<file path="src/rtl/core/string_hash_set_lookup_assert.svh">
// Assertion macros shared by the string hash set lookup RTL.
`ifndef STRING_HASH_SET_LOOKUP_ASSERT_SVH
`define STRING_HASH_SET_LOOKUP_ASSERT_SVH

// Plain property, sampled on clk_i, off during reset.
`define SHSL_ASSERT(lbl, prop, msg) \
  lbl: assert property (@(posedge clk_i) disable iff (!rst_ni) (prop)) else $error(msg);

// Overlapping implication, sampled on clk_i, off during reset.
`define SHSL_ASSERT_IMP(lbl, ante, cons, msg) \
  lbl: assert property (@(posedge clk_i) disable iff (!rst_ni) (ante) |-> (cons)) \
    else $error(msg);

`endif

</file>
<file path="src/rtl/core/shsl_pkg.sv">
// Shared types and constants of the string hash set lookup block.
package shsl_pkg;

  localparam int HASH_W          = 32;
  localparam int BYTE_W          = 8;
  localparam logic [HASH_W-1:0] SEED_RESET = 32'd131;

  localparam int NUM_BUCKETS_DEF = 4093;
  localparam int WAYS_DEF        = 8;

  // bucket remainder: bits of the hash consumed per cycle
  localparam int MOD_BITS  = 4;
  localparam int MOD_ITERS = HASH_W / MOD_BITS;
  localparam int MOD_CNT_W = $clog2(MOD_ITERS);

  typedef struct packed {
    logic clr;
    logic fold;
    logic mod_start;
    logic mod_step;
    logic fill_rd;
    logic exec;
    logic scan;
    logic load_out;
  } shsl_cmd_t;

  typedef struct packed {
    logic clr_done;
    logic mod_done;
    logic lookup;
    logic scan_done;
  } shsl_sts_t;

endpackage

</file>
<file path="src/rtl/core/shsl_ctrl.sv">
// Controller state machine: clear pass, byte acceptance, remainder, insert or lookup, result.
`include "string_hash_set_lookup_assert.svh"

module shsl_ctrl (
  input  logic                clk_i,
  input  logic                rst_ni,
  input  logic                in_valid_i,
  output logic                in_ready_o,
  input  logic                last_byte_i,
  output logic                out_valid_o,
  input  logic                out_ready_i,
  input  shsl_pkg::shsl_sts_t sts_i,
  output shsl_pkg::shsl_cmd_t cmd_o
);

  typedef enum logic [6:0] {
    ST_CLEAR = 7'b0000001,
    ST_IDLE  = 7'b0000010,
    ST_MOD   = 7'b0000100,
    ST_FILL  = 7'b0001000,
    ST_EXEC  = 7'b0010000,
    ST_SCAN  = 7'b0100000,
    ST_DONE  = 7'b1000000
  } state_e;

  state_e state_q;
  state_e state_d;
  logic   out_valid_q;
  logic   out_valid_d;
  logic   in_acc;

  assign in_ready_o = state_q == ST_IDLE;
  assign in_acc     = in_valid_i && in_ready_o;

  always_comb begin
    state_d = state_q;
    cmd_o   = '0;
    case (state_q)
      ST_CLEAR: begin
        cmd_o.clr = 1'b1;
        if (sts_i.clr_done) begin
          state_d = ST_IDLE;
        end
      end
      ST_IDLE: begin
        if (in_acc) begin
          cmd_o.fold = 1'b1;
          if (last_byte_i) begin
            cmd_o.mod_start = 1'b1;
            state_d         = ST_MOD;
          end
        end
      end
      ST_MOD: begin
        cmd_o.mod_step = 1'b1;
        if (sts_i.mod_done) begin
          state_d = ST_FILL;
        end
      end
      ST_FILL: begin
        cmd_o.fill_rd = 1'b1;
        state_d       = ST_EXEC;
      end
      ST_EXEC: begin
        cmd_o.exec = 1'b1;
        state_d    = sts_i.lookup ? ST_SCAN : ST_DONE;
      end
      ST_SCAN: begin
        cmd_o.scan = 1'b1;
        if (sts_i.scan_done) begin
          state_d = ST_DONE;
        end
      end
      ST_DONE: begin
        if (!out_valid_q || out_ready_i) begin
          cmd_o.load_out = 1'b1;
          state_d        = ST_IDLE;
        end
      end
      default: begin
        state_d = ST_IDLE;
      end
    endcase
  end

  always_comb begin
    out_valid_d = out_valid_q;
    if (cmd_o.load_out) begin
      out_valid_d = 1'b1;
    end else if (out_ready_i) begin
      out_valid_d = 1'b0;
    end
  end

  always_ff @(posedge clk_i or negedge rst_ni) begin
    if (!rst_ni) begin
      state_q     <= ST_CLEAR;
      out_valid_q <= 1'b0;
    end else begin
      state_q     <= state_d;
      out_valid_q <= out_valid_d;
    end
  end

  assign out_valid_o = out_valid_q;

  `SHSL_ASSERT_IMP(a_no_overwrite, cmd_o.load_out, !out_valid_q || out_ready_i,
                   "result register overwritten before transaction")
  `SHSL_ASSERT_IMP(a_last_starts_mod, in_acc && last_byte_i, ##1 state_q == ST_MOD,
                   "final byte did not start bucket selection")
  `SHSL_ASSERT_IMP(a_scan_is_lookup, cmd_o.scan, sts_i.lookup,
                   "way scan on an insert")

endmodule

</file>
<file path="config.mk">
export PLATFORM = sky130hd
export DESIGN_NAME = shsl_ctrl
export DESIGN_NICKNAME = d
export VERILOG_FILES = /design/src/rtl/core/shsl_pkg.sv /design/src/rtl/core/shsl_ctrl.sv
export VERILOG_INCLUDE_DIRS = /design/src /design/src/rtl/core
export SDC_FILE = /design/constraint.sdc
export NUM_CORES = 1
export LEC_CHECK = 0
export BUFFER_PORTS_ARGS = -buffer_cell sky130_fd_sc_hd__buf_2
export CAP_MARGIN = 20
export CORE_MARGIN = 10
export CORE_UTILIZATION = 40
export DETAILED_ROUTE_END_ITERATION = 10
export PLACE_DENSITY = 0.69
export SLEW_MARGIN = 20
export SYNTH_ARGS = -nofsm -noshare
export SYNTH_HDL_FRONTEND = slang
export SYNTH_SLANG_ARGS = --single-unit
</file>
<file path="constraint.sdc">
create_clock -name clk_i -period 1.9 [get_ports clk_i]
set_clock_uncertainty 0.2 [all_clocks]
set_input_delay 0.095 -clock clk_i [delete_from_list [all_inputs] [get_ports clk_i]]
set_output_delay 0.095 -clock clk_i [all_outputs]
set_load 0.05 [all_outputs]
</file>
## Yosys cells after proc, flatten, opt, wreduce, memory -nomap -nowiden

Cells that the tools add are included.

| storage, ports and cells | value |
|---|---|
| register bits after elaboration | 8 |
| logic and storage cells | 40 |
| output and inout port bits | 10 |

| operators by class | value |
|---|---|
| reductions and logical operators | 5 |
| eq/ne operators | 13 |
| muxes and demuxes | 20 |

Operator list:

| kind | count |
|---|---|
| $mux W7 | 7 |
| $pmux W7 S7 | 1 |
| $mux W1 | 10 |
| $ne A2 B2 Y1 const B | 4 |
| $eq A7 B1 Y1 const B | 1 |
| $eq A7 B2 Y1 const B | 1 |
| $eq A7 B3 Y1 const B | 1 |
| $eq A7 B4 Y1 const B | 1 |
| $eq A7 B5 Y1 const B | 1 |
| $eq A7 B6 Y1 const B | 1 |
| $eq A7 B7 Y1 const B | 1 |
| $reduce_and A6 Y1 | 1 |
| $mux W2 | 2 |
| $ne A2 B1 Y1 const B | 2 |
| $reduce_bool A2 Y1 | 1 |
| $logic_and A1 B1 Y1 | 1 |
| $logic_not A1 Y1 | 1 |
| $logic_or A1 B1 Y1 | 1 |

## Depth between registers and ports, before layout

Gate-level depths: netlist (run 1).

| logic depth | value |
|---|---|
| depth after elaboration | 5 |
| gate-level depth with buffers | 5 |
| depth with buffers taken out | 5 |

## Least setup slack after synthesis (run 1)

OpenSTA, ideal clock, no wires.

| timing path | value |
|---|---|
| kind | register to output |
| from | register state_q[4] |
| to | output port cmd_o[5] (netlist name) |
| buffers on the path | 0 |
| cell stages (with the launch flop) | 5 |
| path slack | -40 ps |
| arrival | 1645 ps |
| required time | 1605 ps |
| cells stage by stage | dfrtp_1 -> nor2_2 -> nand2_2 -> or2_4 -> nor2_1 |

RTL lines:

| what | RTL line | text |
|---|---|---|
| start: declaration | shsl_ctrl.sv:26 | `state_e state_q;` |
| start signal: assignment | shsl_ctrl.sv:100 | `state_q <= state_d;` |
| end: declaration | shsl_ctrl.sv:13 | `output shsl_pkg::shsl_cmd_t cmd_o` |

==> results of run 1 <==
==> cell usage after synthesis <==
| library cell | number | area share [%] |
|---|---|---|
| dfrtp_1 | 7 | 32 |
| nor2_1 | 7 | 4.8 |
| nand2b_1 | 5 | 5.7 |
| inv_1 | 4 | 2.7 |
| o21a_1 | 3 | 4.1 |
| and4b_1 | 2 | 3.6 |
| buf_4 | 2 | 2.7 |
| inv_2 | 2 | 1.4 |
| nand2_1 | 2 | 1.4 |
| nand3_1 | 2 | 1.8 |
| nor3_1 | 2 | 1.8 |
| nor3_2 | 2 | 3.6 |
| a21boi_1 | 1 | 1.4 |
| a311o_1 | 1 | 1.8 |
| a31oi_1 | 1 | 1.1 |
| and2_1 | 1 | 1.1 |
| dfstp_2 | 1 | 4.8 |
| nand2_2 | 1 | 1.1 |
| nand2b_2 | 1 | 1.6 |
| nand4_1 | 1 | 1.1 |
| nor2_2 | 1 | 1.1 |
| nor2b_1 | 1 | 1.1 |
| nor3b_1 | 1 | 1.4 |
| nor4_4 | 1 | 3.9 |
| nor4bb_1 | 1 | 1.8 |
| o211ai_2 | 1 | 2.3 |
| o21ai_2 | 1 | 1.6 |
| o22ai_1 | 1 | 1.1 |
| o32ai_1 | 1 | 1.6 |
| o32ai_2 | 1 | 3.0 |
| or2_4 | 1 | 1.6 |
==> layout make-up <==
type	count	area share, %
inverter	6	2.62
timing repair buffer	32	29.4
tap	15	2.19
clock buffer	4	3.06
multi-input combinational	43	38.6
sequential	8	24.1
==> per-stage QoR <==
stage                     utilization [%]  hold WS, ns  area (sq um)  TNS, ns  setup slack (ns)
final                                66.0       0.0136           858        0            0.0427
after global routing                 66.0       0.0369           858   -0.124           -0.0424
after CTS                            59.3       0.0174           772  -0.0139           -0.0139
after detailed placement             50.2       -0.248           653        0             0.165
after floorplan                         -       -0.401           552  -0.0398           -0.0398
after global placement               50.2       -0.246           653        0             0.181
==> kinds of logic after synthesis <==
logic type / after synthesis / synth area share, %
buffers and inverters: 8 / 6.82
AO/OA/AOI/OAI: 11 / 18.0
AND/OR/NAND/NOR: 32 / 38.6
flip-flops: 8 / 36.6
==> cells in the final DEF, fill, tap and decap left out, types with 3 or more instances in the layout <==
cell type,n
nand2b_1,5
nor2_1,5
dlygate4sd3_1,8
o21a_1,3
clkbuf_4,4
buf_2,12
inv_1,4
dfrtp_1,3
dfrtp_2,4
buf_6,4
buf_4,6
==> path summary, 6_finish.rpt <==
check | startpoint | end | slack, ns
worst max-delay path | state_q[2] | cmd_o[6] | 0.04
worst min-delay path | rst_ni | state_q[4] | 0.01
worst max register to register | state_q[4] | state_q[1] | 0.17
worst min register to register | out_valid_o | out_valid_o | 0.37
max in group asynchronous | rst_ni | state_q[0] | 1.24
min in group clk_i | sts_i[3] | state_q[0] | 0.32
==> state kept, by name, summed over array words and instances (netlist names) <==
signal,flops
out_valid_o,1
state_q,7
==> per-layer routing <==
| layer | share of wire, % | GRT usage, % | up-vias |
|---|---|---|---|
| met3 | 6.3 | 3.76 | 2 |
| li1 | - | - | 279 |
| met2 | 51 | 14.3 | 14 |
| met5 | 0 | 0 | - |
| met4 | 2.0 | 6.04 | 0 |
| met1 | 40 | 10.2 | 256 |
==> report_power, final <==
part,internal (mW),switching [mW],leakage [nW],total [mW]
clock,0.0807,0.0628,0.0150,0.144
combinational,0.217,0.282,0.274,0.499
sequential,0.196,0.0418,0.0985,0.238
total,0.493,0.387,0.387,0.881
==> repair_timing <==
| action | in CTS | in global routing |
|---|---|---|
| gates resized for setup | 5 | 19 |
| setup endpoints to repair | 3 | 7 |
| endpoints found under the hold margin | 15 | 0 |
| hold buffers | 8 | 0 |
| pin swaps | 0 | 6 |
| buffers inserted | 0 | 5 |
==> impl_metrics.tcl, run 1 <==
set metrics [dict create \
    portBuffers 18 \
    slew_headroom_pct 78.7 \
    syn_nets 68 \
    seqCellArea_sq_um 206 \
    status "finished, final reports clean" \
    crit_family "simple AND/OR/NAND/NOR gates" \
    yosysWarnings 0 \
    hold_viol_final 0 \
    numCtsBuffers 3 \
    areaGrowthSynthToFinish_pct 55.9 \
    startpoint_type "flop" \
    critical_path_depth 6 \
    cts_tree "done" \
    critPathRequiredTime_ns 1.60 \
    netlist_instances 59 \
    grt_overflow 0 \
    cp_max_fo 4 \
    p_leak_nw 0.387 \
    finalSetupViolations 0 \
    synthDistinctLibCells 31 \
    die_y_microns 57.1 \
    rsz0062_at_grt "yes" \
    grt_pass1_vias 555 \
    gp_congestion 0.759 \
    r2r_cells 6 \
    power.density_mw_per_mm2 1030 \
    end_kind "output pin" \
    drive_gt1_share_pct 52.7 \
    wl_per_cell_microns 14.3 \
    nNetsFinal 103 \
    htreeDepth 1 \
    syn_area_sq_um 551 \
    die_w_microns 57.1 \
    finalMaxSlewViolations 0 \
    fin_crit_ns 1.86 \
    tightestPinTransition_ns 0.317 \
    cts_root_buffer "clkbuf_4" \
    clk_latency_ns 0.25 \
    hp-class "input port to async pin" \
    vias_per_cell 5.10 \
    grt_first_pass_wirelength_mm 2.43 \
    yosysSeqAreaShare_pct 36.6 \
    crit_slowest_cell "dfrtp_2" \
    fillCellCount 108 \
    clock_sinks 8 \
    layout.cells.non_filler 108 \
    io_pins 19 \
    num_vias 551 \
    criticalPathCategory "flop to output pin" \
    post-route-period-util_pct 97.8 \
    syn_area_per_cell_sq_um 9.33 \
    drtPass1Iterations 6 \
    antenna_left 0 \
    placementRows 13 \
    placed_cells 91 \
    ys_ff_latch 8 \
    grt_usage_pct 9.23 \
    die-area_sq_mm 0.00326 \
    drc 0 \
    path_buf_inv 2 \
    peakVddDrop_v 0.000891 \
    antenna_cells 0 \
    clockBufferDepth 2 \
    drt_iter0_markers 6 \
    crit_chain "nor3_2 > nand2_2 > or2_4 > inv_2 > and2_4 > buf_8" \
    max_freq_ghz 0.538 \
    antenna_found_initial 0 \
    dp_hpwl_mm 1.04 \
    core_area_sq_mm 0.00130 \
    max_cap_violations 0 \
    worst_path_largest_cell_delay_ns 0.45 \
    multi_input_area_sq_um 332 \
    initial_utilization_pct 42.3 \
    worstPathArrival_ns 1.56 \
    grt_max_degree 9 \
    path_clk_slew_ns 0.06 \
    finalPower_mw 0.881 \
    drt-total-wl_mm 1.55 \
]
Note: power is estimated with default switching activity, not from simulation.
==> run 2: changes to the inputs <==
--- a/config.mk
+++ b/config.mk
@@ -8,10 +8,12 @@
 export LEC_CHECK = 0
 export BUFFER_PORTS_ARGS = -buffer_cell sky130_fd_sc_hd__buf_2
 export CAP_MARGIN = 20
+export CELL_PAD_IN_SITES_DETAIL_PLACEMENT = 0
+export CELL_PAD_IN_SITES_GLOBAL_PLACEMENT = 1
 export CORE_MARGIN = 10
-export CORE_UTILIZATION = 40
+export CORE_UTILIZATION = 34
 export DETAILED_ROUTE_END_ITERATION = 10
-export PLACE_DENSITY = 0.69
+export PLACE_DENSITY = 0.77
 export SLEW_MARGIN = 20
 export SYNTH_ARGS = -nofsm -noshare
 export SYNTH_HDL_FRONTEND = slang
==> impl_metrics.tcl, run 2 (synthesis results as in run 1) <==
set metrics [dict create \
    fillCellCount 142 \
    clock_sinks 8 \
    die-area_sq_mm 0.00363 \
    drc 0 \
    fin_crit_ns 1.86 \
    seqCellArea_sq_um 206 \
    r2r-start "state_q[4]" \
    clk_latency_ns 0.26 \
    max_cap_violations 0 \
    dp_hpwl_mm 1.09 \
    drt-total-wl_mm 1.53 \
    end_kind "output pin" \
    wl_per_cell_microns 13.9 \
    criticalPathCategory "flop to output pin" \
    post-route-period-util_pct 97.9 \
    layout_commonest_cell "buf_2" \
    largest_reg_flops 7 \
    grt_max_degree 9 \
    max_freq_ghz 0.538 \
    r2r_setup_slack_ns 0.16 \
    power.density_mw_per_mm2 1030 \
    finalPower_mw 0.881 \
    drive_gt1_share_pct 52.1 \
    antenna_found_initial 0 \
    gp_congestion 0.702 \
    top_register "state_q" \
    hold_viol_final 0 \
    cp_max_fo 4 \
    drtPass1Iterations 4 \
    portBuffers 18 \
    grt_usage_pct 8.63 \
    numCtsBuffers 3 \
    clockBufferDepth 2 \
    drt_iter0_markers 31 \
    tightestPinTransition_ns 0.296 \
    path_clk_slew_ns 0.06 \
    die_y_microns 60.2 \
    slew_headroom_pct 80.0 \
    rsz0062_at_grt "yes" \
    antenna_cells 0 \
    cts_tree "done" \
    finalSetupViolations 0 \
    grt_overflow 0 \
    multi_input_area_sq_um 324 \
    r2r_cells 6 \
    setup_tns_ns 0 \
    worstPathArrival_ns 1.56 \
    vias_per_cell 5.09 \
    p_leak_nw 0.388 \
    cts_root_buffer "clkbuf_4" \
    fin_util_pct 56.2 \
    peakVddDrop_v 0.00108 \
    grt_first_pass_wirelength_mm 2.48 \
    startpoint_type "flop" \
    hp-class "input port to async pin" \
    die_w_microns 60.2 \
    htreeDepth 1 \
    core_area_sq_mm 0.00152 \
    num_vias 560 \
    finalMaxSlewViolations 0 \
    timing.rr.end "state_q[1]" \
    critPathRequiredTime_ns 1.60 \
    placementRows 14 \
    final_cell_mix "buf_2, buf_4, dlygate4sd3_1" \
    antenna_left 0 \
    grt_pass1_vias 548 \
    io_pins 19 \
    nNetsFinal 104 \
    status "finished, final reports clean" \
    areaGrowthSynthToFinish_pct 55.5 \
    initial_utilization_pct 36.1 \
]
run 2: layout make-up:
| class | count | area share [%] |
|---|---|---|
| Multi-Input combinational cell | 43 | 37.9 |
| Tap cell | 16 | 2.34 |
| Timing Repair Buffer | 33 | 30.0 |
| Clock buffer | 4 | 3.07 |
| Sequential cell | 8 | 24.1 |
| Inverter | 6 | 2.63 |
run 2: critical path: stages (launching register included):
cell and delay (ns):
dfrtp_2 0.44, nor3_2 0.20, nand2_2 0.08, or2_4 0.26, inv_2 0.06, and2_4 0.13, buf_8 0.14
run 2: worst max path at each step:
stage                     from  endpoint  slack (ns)  cells past startpoint
floorplan           state_q[4]  cmd_o[5]       -0.04                      4
global placement    state_q[2]  cmd_o[6]        0.18                      6
detailed placement  state_q[2]  cmd_o[6]        0.17                      6
CTS                 state_q[6]  cmd_o[6]       -0.02                      6
global route        state_q[2]  cmd_o[6]       -0.04                      6
finish              state_q[2]  cmd_o[6]        0.04                      6
run 2: per-layer routing:
layer / wire length, microns / global-route usage, % / up-vias
li1: - / - / 278
met1: 630 / 9.93 / 255
met2: 731 / 14.3 / 27
met3: 162 / 3.81 / 0
met4: 0 / 1.92 / 0
met5: 0 / 0 / -
run 2: power breakdown:
part | internal, mW | switching, mW | total (mW)
Sequential | 0.196 | 0.0376 | 0.233
Combinational | 0.220 | 0.277 | 0.498
Clock | 0.0811 | 0.0687 | 0.150
Total | 0.497 | 0.383 | 0.881
run 2: timing repair:
action | in CTS | in global routing
hold buffers | 8 | 0
pin swaps | 1 | 6
resized for setup | 7 | 14
setup buffers | 0 | 6
endpoints found under the setup margin | 5 | 7
hold endpoints to repair | 15 | 0
run 2: through the flow:
stage	instance area (sq um)	std cells	hold slack [ns]	setup WS, ns
2_1_floorplan	552	59	-0.401	-0.0398
3_3_place_gp	654	92	-0.247	0.178
3_5_place_dp	654	92	-0.249	0.166
4_1_cts	777	104	0.00482	-0.0185
5_1_grt	856	110	0.0304	-0.0355
6_report	856	110	0.0124	0.0401
==> run 3: changes to the inputs <==
--- a/config.mk
+++ b/config.mk
@@ -6,15 +6,16 @@
 export SDC_FILE = /design/constraint.sdc
 export NUM_CORES = 1
 export LEC_CHECK = 0
+export ABC_AREA = 1
 export BUFFER_PORTS_ARGS = -buffer_cell sky130_fd_sc_hd__buf_2
 export CAP_MARGIN = 20
 export CELL_PAD_IN_SITES_DETAIL_PLACEMENT = 0
 export CELL_PAD_IN_SITES_GLOBAL_PLACEMENT = 1
 export CORE_MARGIN = 10
 export CORE_UTILIZATION = 34
+export CTS_BUF_LIST = sky130_fd_sc_hd__clkbuf_8
 export DETAILED_ROUTE_END_ITERATION = 10
-export PLACE_DENSITY = 0.77
-export SLEW_MARGIN = 20
+export PLACE_DENSITY = 0.83
 export SYNTH_ARGS = -nofsm -noshare
 export SYNTH_HDL_FRONTEND = slang
 export SYNTH_SLANG_ARGS = --single-unit
==> impl_metrics.tcl, run 3 <==
set metrics [dict create \
    finalSetupViolations 0 \
    max_freq_ghz 0.554 \
    r2r-start "state_q[0]" \
    cp_max_fo 3 \
    tightestPinTransition_ns 0.256 \
    io_pins 19 \
    setup_tns_ns 0 \
    grt_max_degree 9 \
    synth_compound_area_share_pct 4.36 \
    r2r_setup_slack_ns 0.09 \
    wl_per_cell_microns 11.1 \
    crit_top_cell "nand2_1" \
    gp_congestion 0.742 \
    yosys.area_share.adder_pct 0 \
    synth-xor-area-share_pct 0 \
    syn_area_per_cell_sq_um 6.24 \
    core_area_sq_mm 0.00156 \
    initial_utilization_pct 36.8 \
    critPathRequiredTime_ns 1.81 \
    cts_tree "done" \
    final_cell_mix "nand2_1, inv_1, nor2_1" \
    antenna_found_initial 0 \
    die-area_sq_mm 0.00373 \
    grt_usage_pct 9.07 \
    power.density_mw_per_mm2 1020 \
    cts_root_buffer "clkbuf_8" \
    dp_hpwl_mm 1.24 \
    grt_overflow 0 \
    fin_crit_ns 1.81 \
    clk_latency_ns 0.23 \
    synth_edf_count 0 \
    numCtsBuffers 3 \
    post-route-period-util_pct 95.0 \
    startpoint_type "flop" \
    yosysSeqAreaShare_pct 35.1 \
    yosysTopAreaCell "dfrtp_1" \
    crit_slowest_cell "dfstp_2" \
    drive_gt1_share_pct 28.2 \
    vias_per_cell 4.41 \
    synthDistinctLibCells 14 \
    status "finished, final reports clean" \
    place_area_sq_um 669 \
    largest_reg_flops 7 \
    synthSimpleGateAreaFrac_pct 44.9 \
    criticalPathCategory "flop to flop" \
    finalMaxSlewViolations 0 \
    areaGrowthSynthToFinish_pct 34.4 \
    synth_top_family_by_area "simple AND/OR/NAND/NOR gates" \
    syn_nets 101 \
    ys_ff_latch 8 \
    drtPass1Iterations 4 \
    hold_viol_final 0 \
    max_cap_violations 0 \
    drt-total-wl_mm 1.48 \
    fillCellCount 157 \
    yosys_most_used_dff "dfrtp_1" \
    p_leak_nw 0.482 \
    path_clk_slew_ns 0.05 \
    rsz0062_at_grt "no" \
    synth_area_leaders "dfrtp_1, nand2_1, nor2_1" \
    syn_area_sq_um 574 \
    slew_headroom_pct 83.1 \
    yosys-top-cells-count "nand2_1, nor2_1, inv_1" \
    num_vias 586 \
    nNetsFinal 127 \
    top_register "state_q" \
    dp_slack_ns 0.283 \
    drc 0 \
    die_y_microns 61.1 \
    layout_commonest_cell "nand2_1" \
    netlist_instances 92 \
    peakVddDrop_v 0.000615 \
    synth_mux_area_share_pct 0 \
    htreeDepth 1 \
    crit_start "state_q[0]" \
    async_flop_share_pct 100 \
    hp-start "last_byte_i" \
    placementRows 14 \
    setup_slack_ns 0.0945 \
    worst_path_largest_cell_delay_ns 0.55 \
    finalPower_mw 0.791 \
    crit_chain "inv_1 > nand2_1 > nor2_1 > nand3_1 > nand2_1 > dlygate4sd3_1" \
    antenna_cells 0 \
    synth_most_common_cell "nand2_1" \
    portBuffers 18 \
    hp-class "input port to flop" \
    grt_first_pass_wirelength_mm 2.51 \
    yosysWarnings 0 \
    clock_sinks 8 \
    grt_pass1_vias 607 \
    worstPathArrival_ns 1.72 \
    yosysTopAreaCellShare_pct 30.5 \
    end_kind "flop" \
    design_area_sq_um 772 \
    die_w_microns 61.1 \
    antenna_left 0 \
    drt_iter0_markers 8 \
    clockBufferDepth 2 \
]
-- run 3: cell types whose count changed after synthesis, sizes merged, moves of 4 or more --
cell	previous run	this run
nand2b	6	0
nor3	4	0
nor2	8	25
nand3	2	7
nand2	3	25
inv	6	20
-- run 3: layer usage --
metal / GRT usage [%] / wire length (microns) / vias to the layer above
met5: 0 / 0 / -
met4: 7.82 / 46 / 0
met3: 2.67 / 90 / 5
met2: 14.2 / 667 / 17
met1: 9.85 / 671 / 245
li1: - / - / 319
-- run 3: repair_timing --
| action | 4_1_cts | 5_1_grt |
|---|---|---|
| resized for setup | 0 | 2 |
| hold buffers | 5 | 0 |
| endpoints found under the hold margin | 12 | 0 |
| setup endpoints to repair | 0 | 3 |
| setup buffers | 0 | 0 |
-- run 3: layout make-up --
class | instances | area (sq um) | share of cell area (%)
tap | 16 | 20.0 | 2.59
timing repair buffer | 23 | 143 | 18.5
clock buffer | 3 | 41.3 | 5.35
clock inverter | 1 | 3.75 | 0.486
sequential | 8 | 201 | 26.1
multi-input combinational | 62 | 288 | 37.3
inverter | 20 | 75.1 | 9.72
-- run 3: final timing paths --
check,cells past startpoint,end
setup / recovery,6,state_q[5]
hold reg to reg,2,out_valid_o
hold / removal,3,state_q[2]
setup reg to reg,6,state_q[5]
max in group asynchronous,2,state_q[0]
min in group asynchronous,2,state_q[6]
-- run 3: worst max-delay path: cells and delay by family, from the launching register on --
kind / cells / cell delay (ns)
buffers and inverters: 2 / 0.60
AND/OR/NAND/NOR: 4 / 0.34
flip-flops: 1 / 0.55
-- run 3: cells by family (layout without fill, tap and decap cells) --
family | count (synthesis) | after routing
AND/OR/NAND/NOR | 58 | 58
buffers and inverters | 22 | 47
flip-flops | 8 | 8
AO/OA/AOI/OAI | 4 | 4
-- run 3: per-stage QoR --
stage	std cells	util, %	hold WS [ns]
after floorplan	92	-	-0.401
after global placement	124	42.9	-0.250
after detailed placement	124	42.9	-0.249
after CTS	133	49.0	0.00346
after global routing	133	49.5	0.0533
final	133	49.5	0.00787
-- run 3: power breakdown --
part           total [mW]  switching (mW)  internal [mW]
Clock               0.212          0.0716          0.140
Sequential          0.210          0.0192          0.191
Combinational       0.369           0.266          0.102
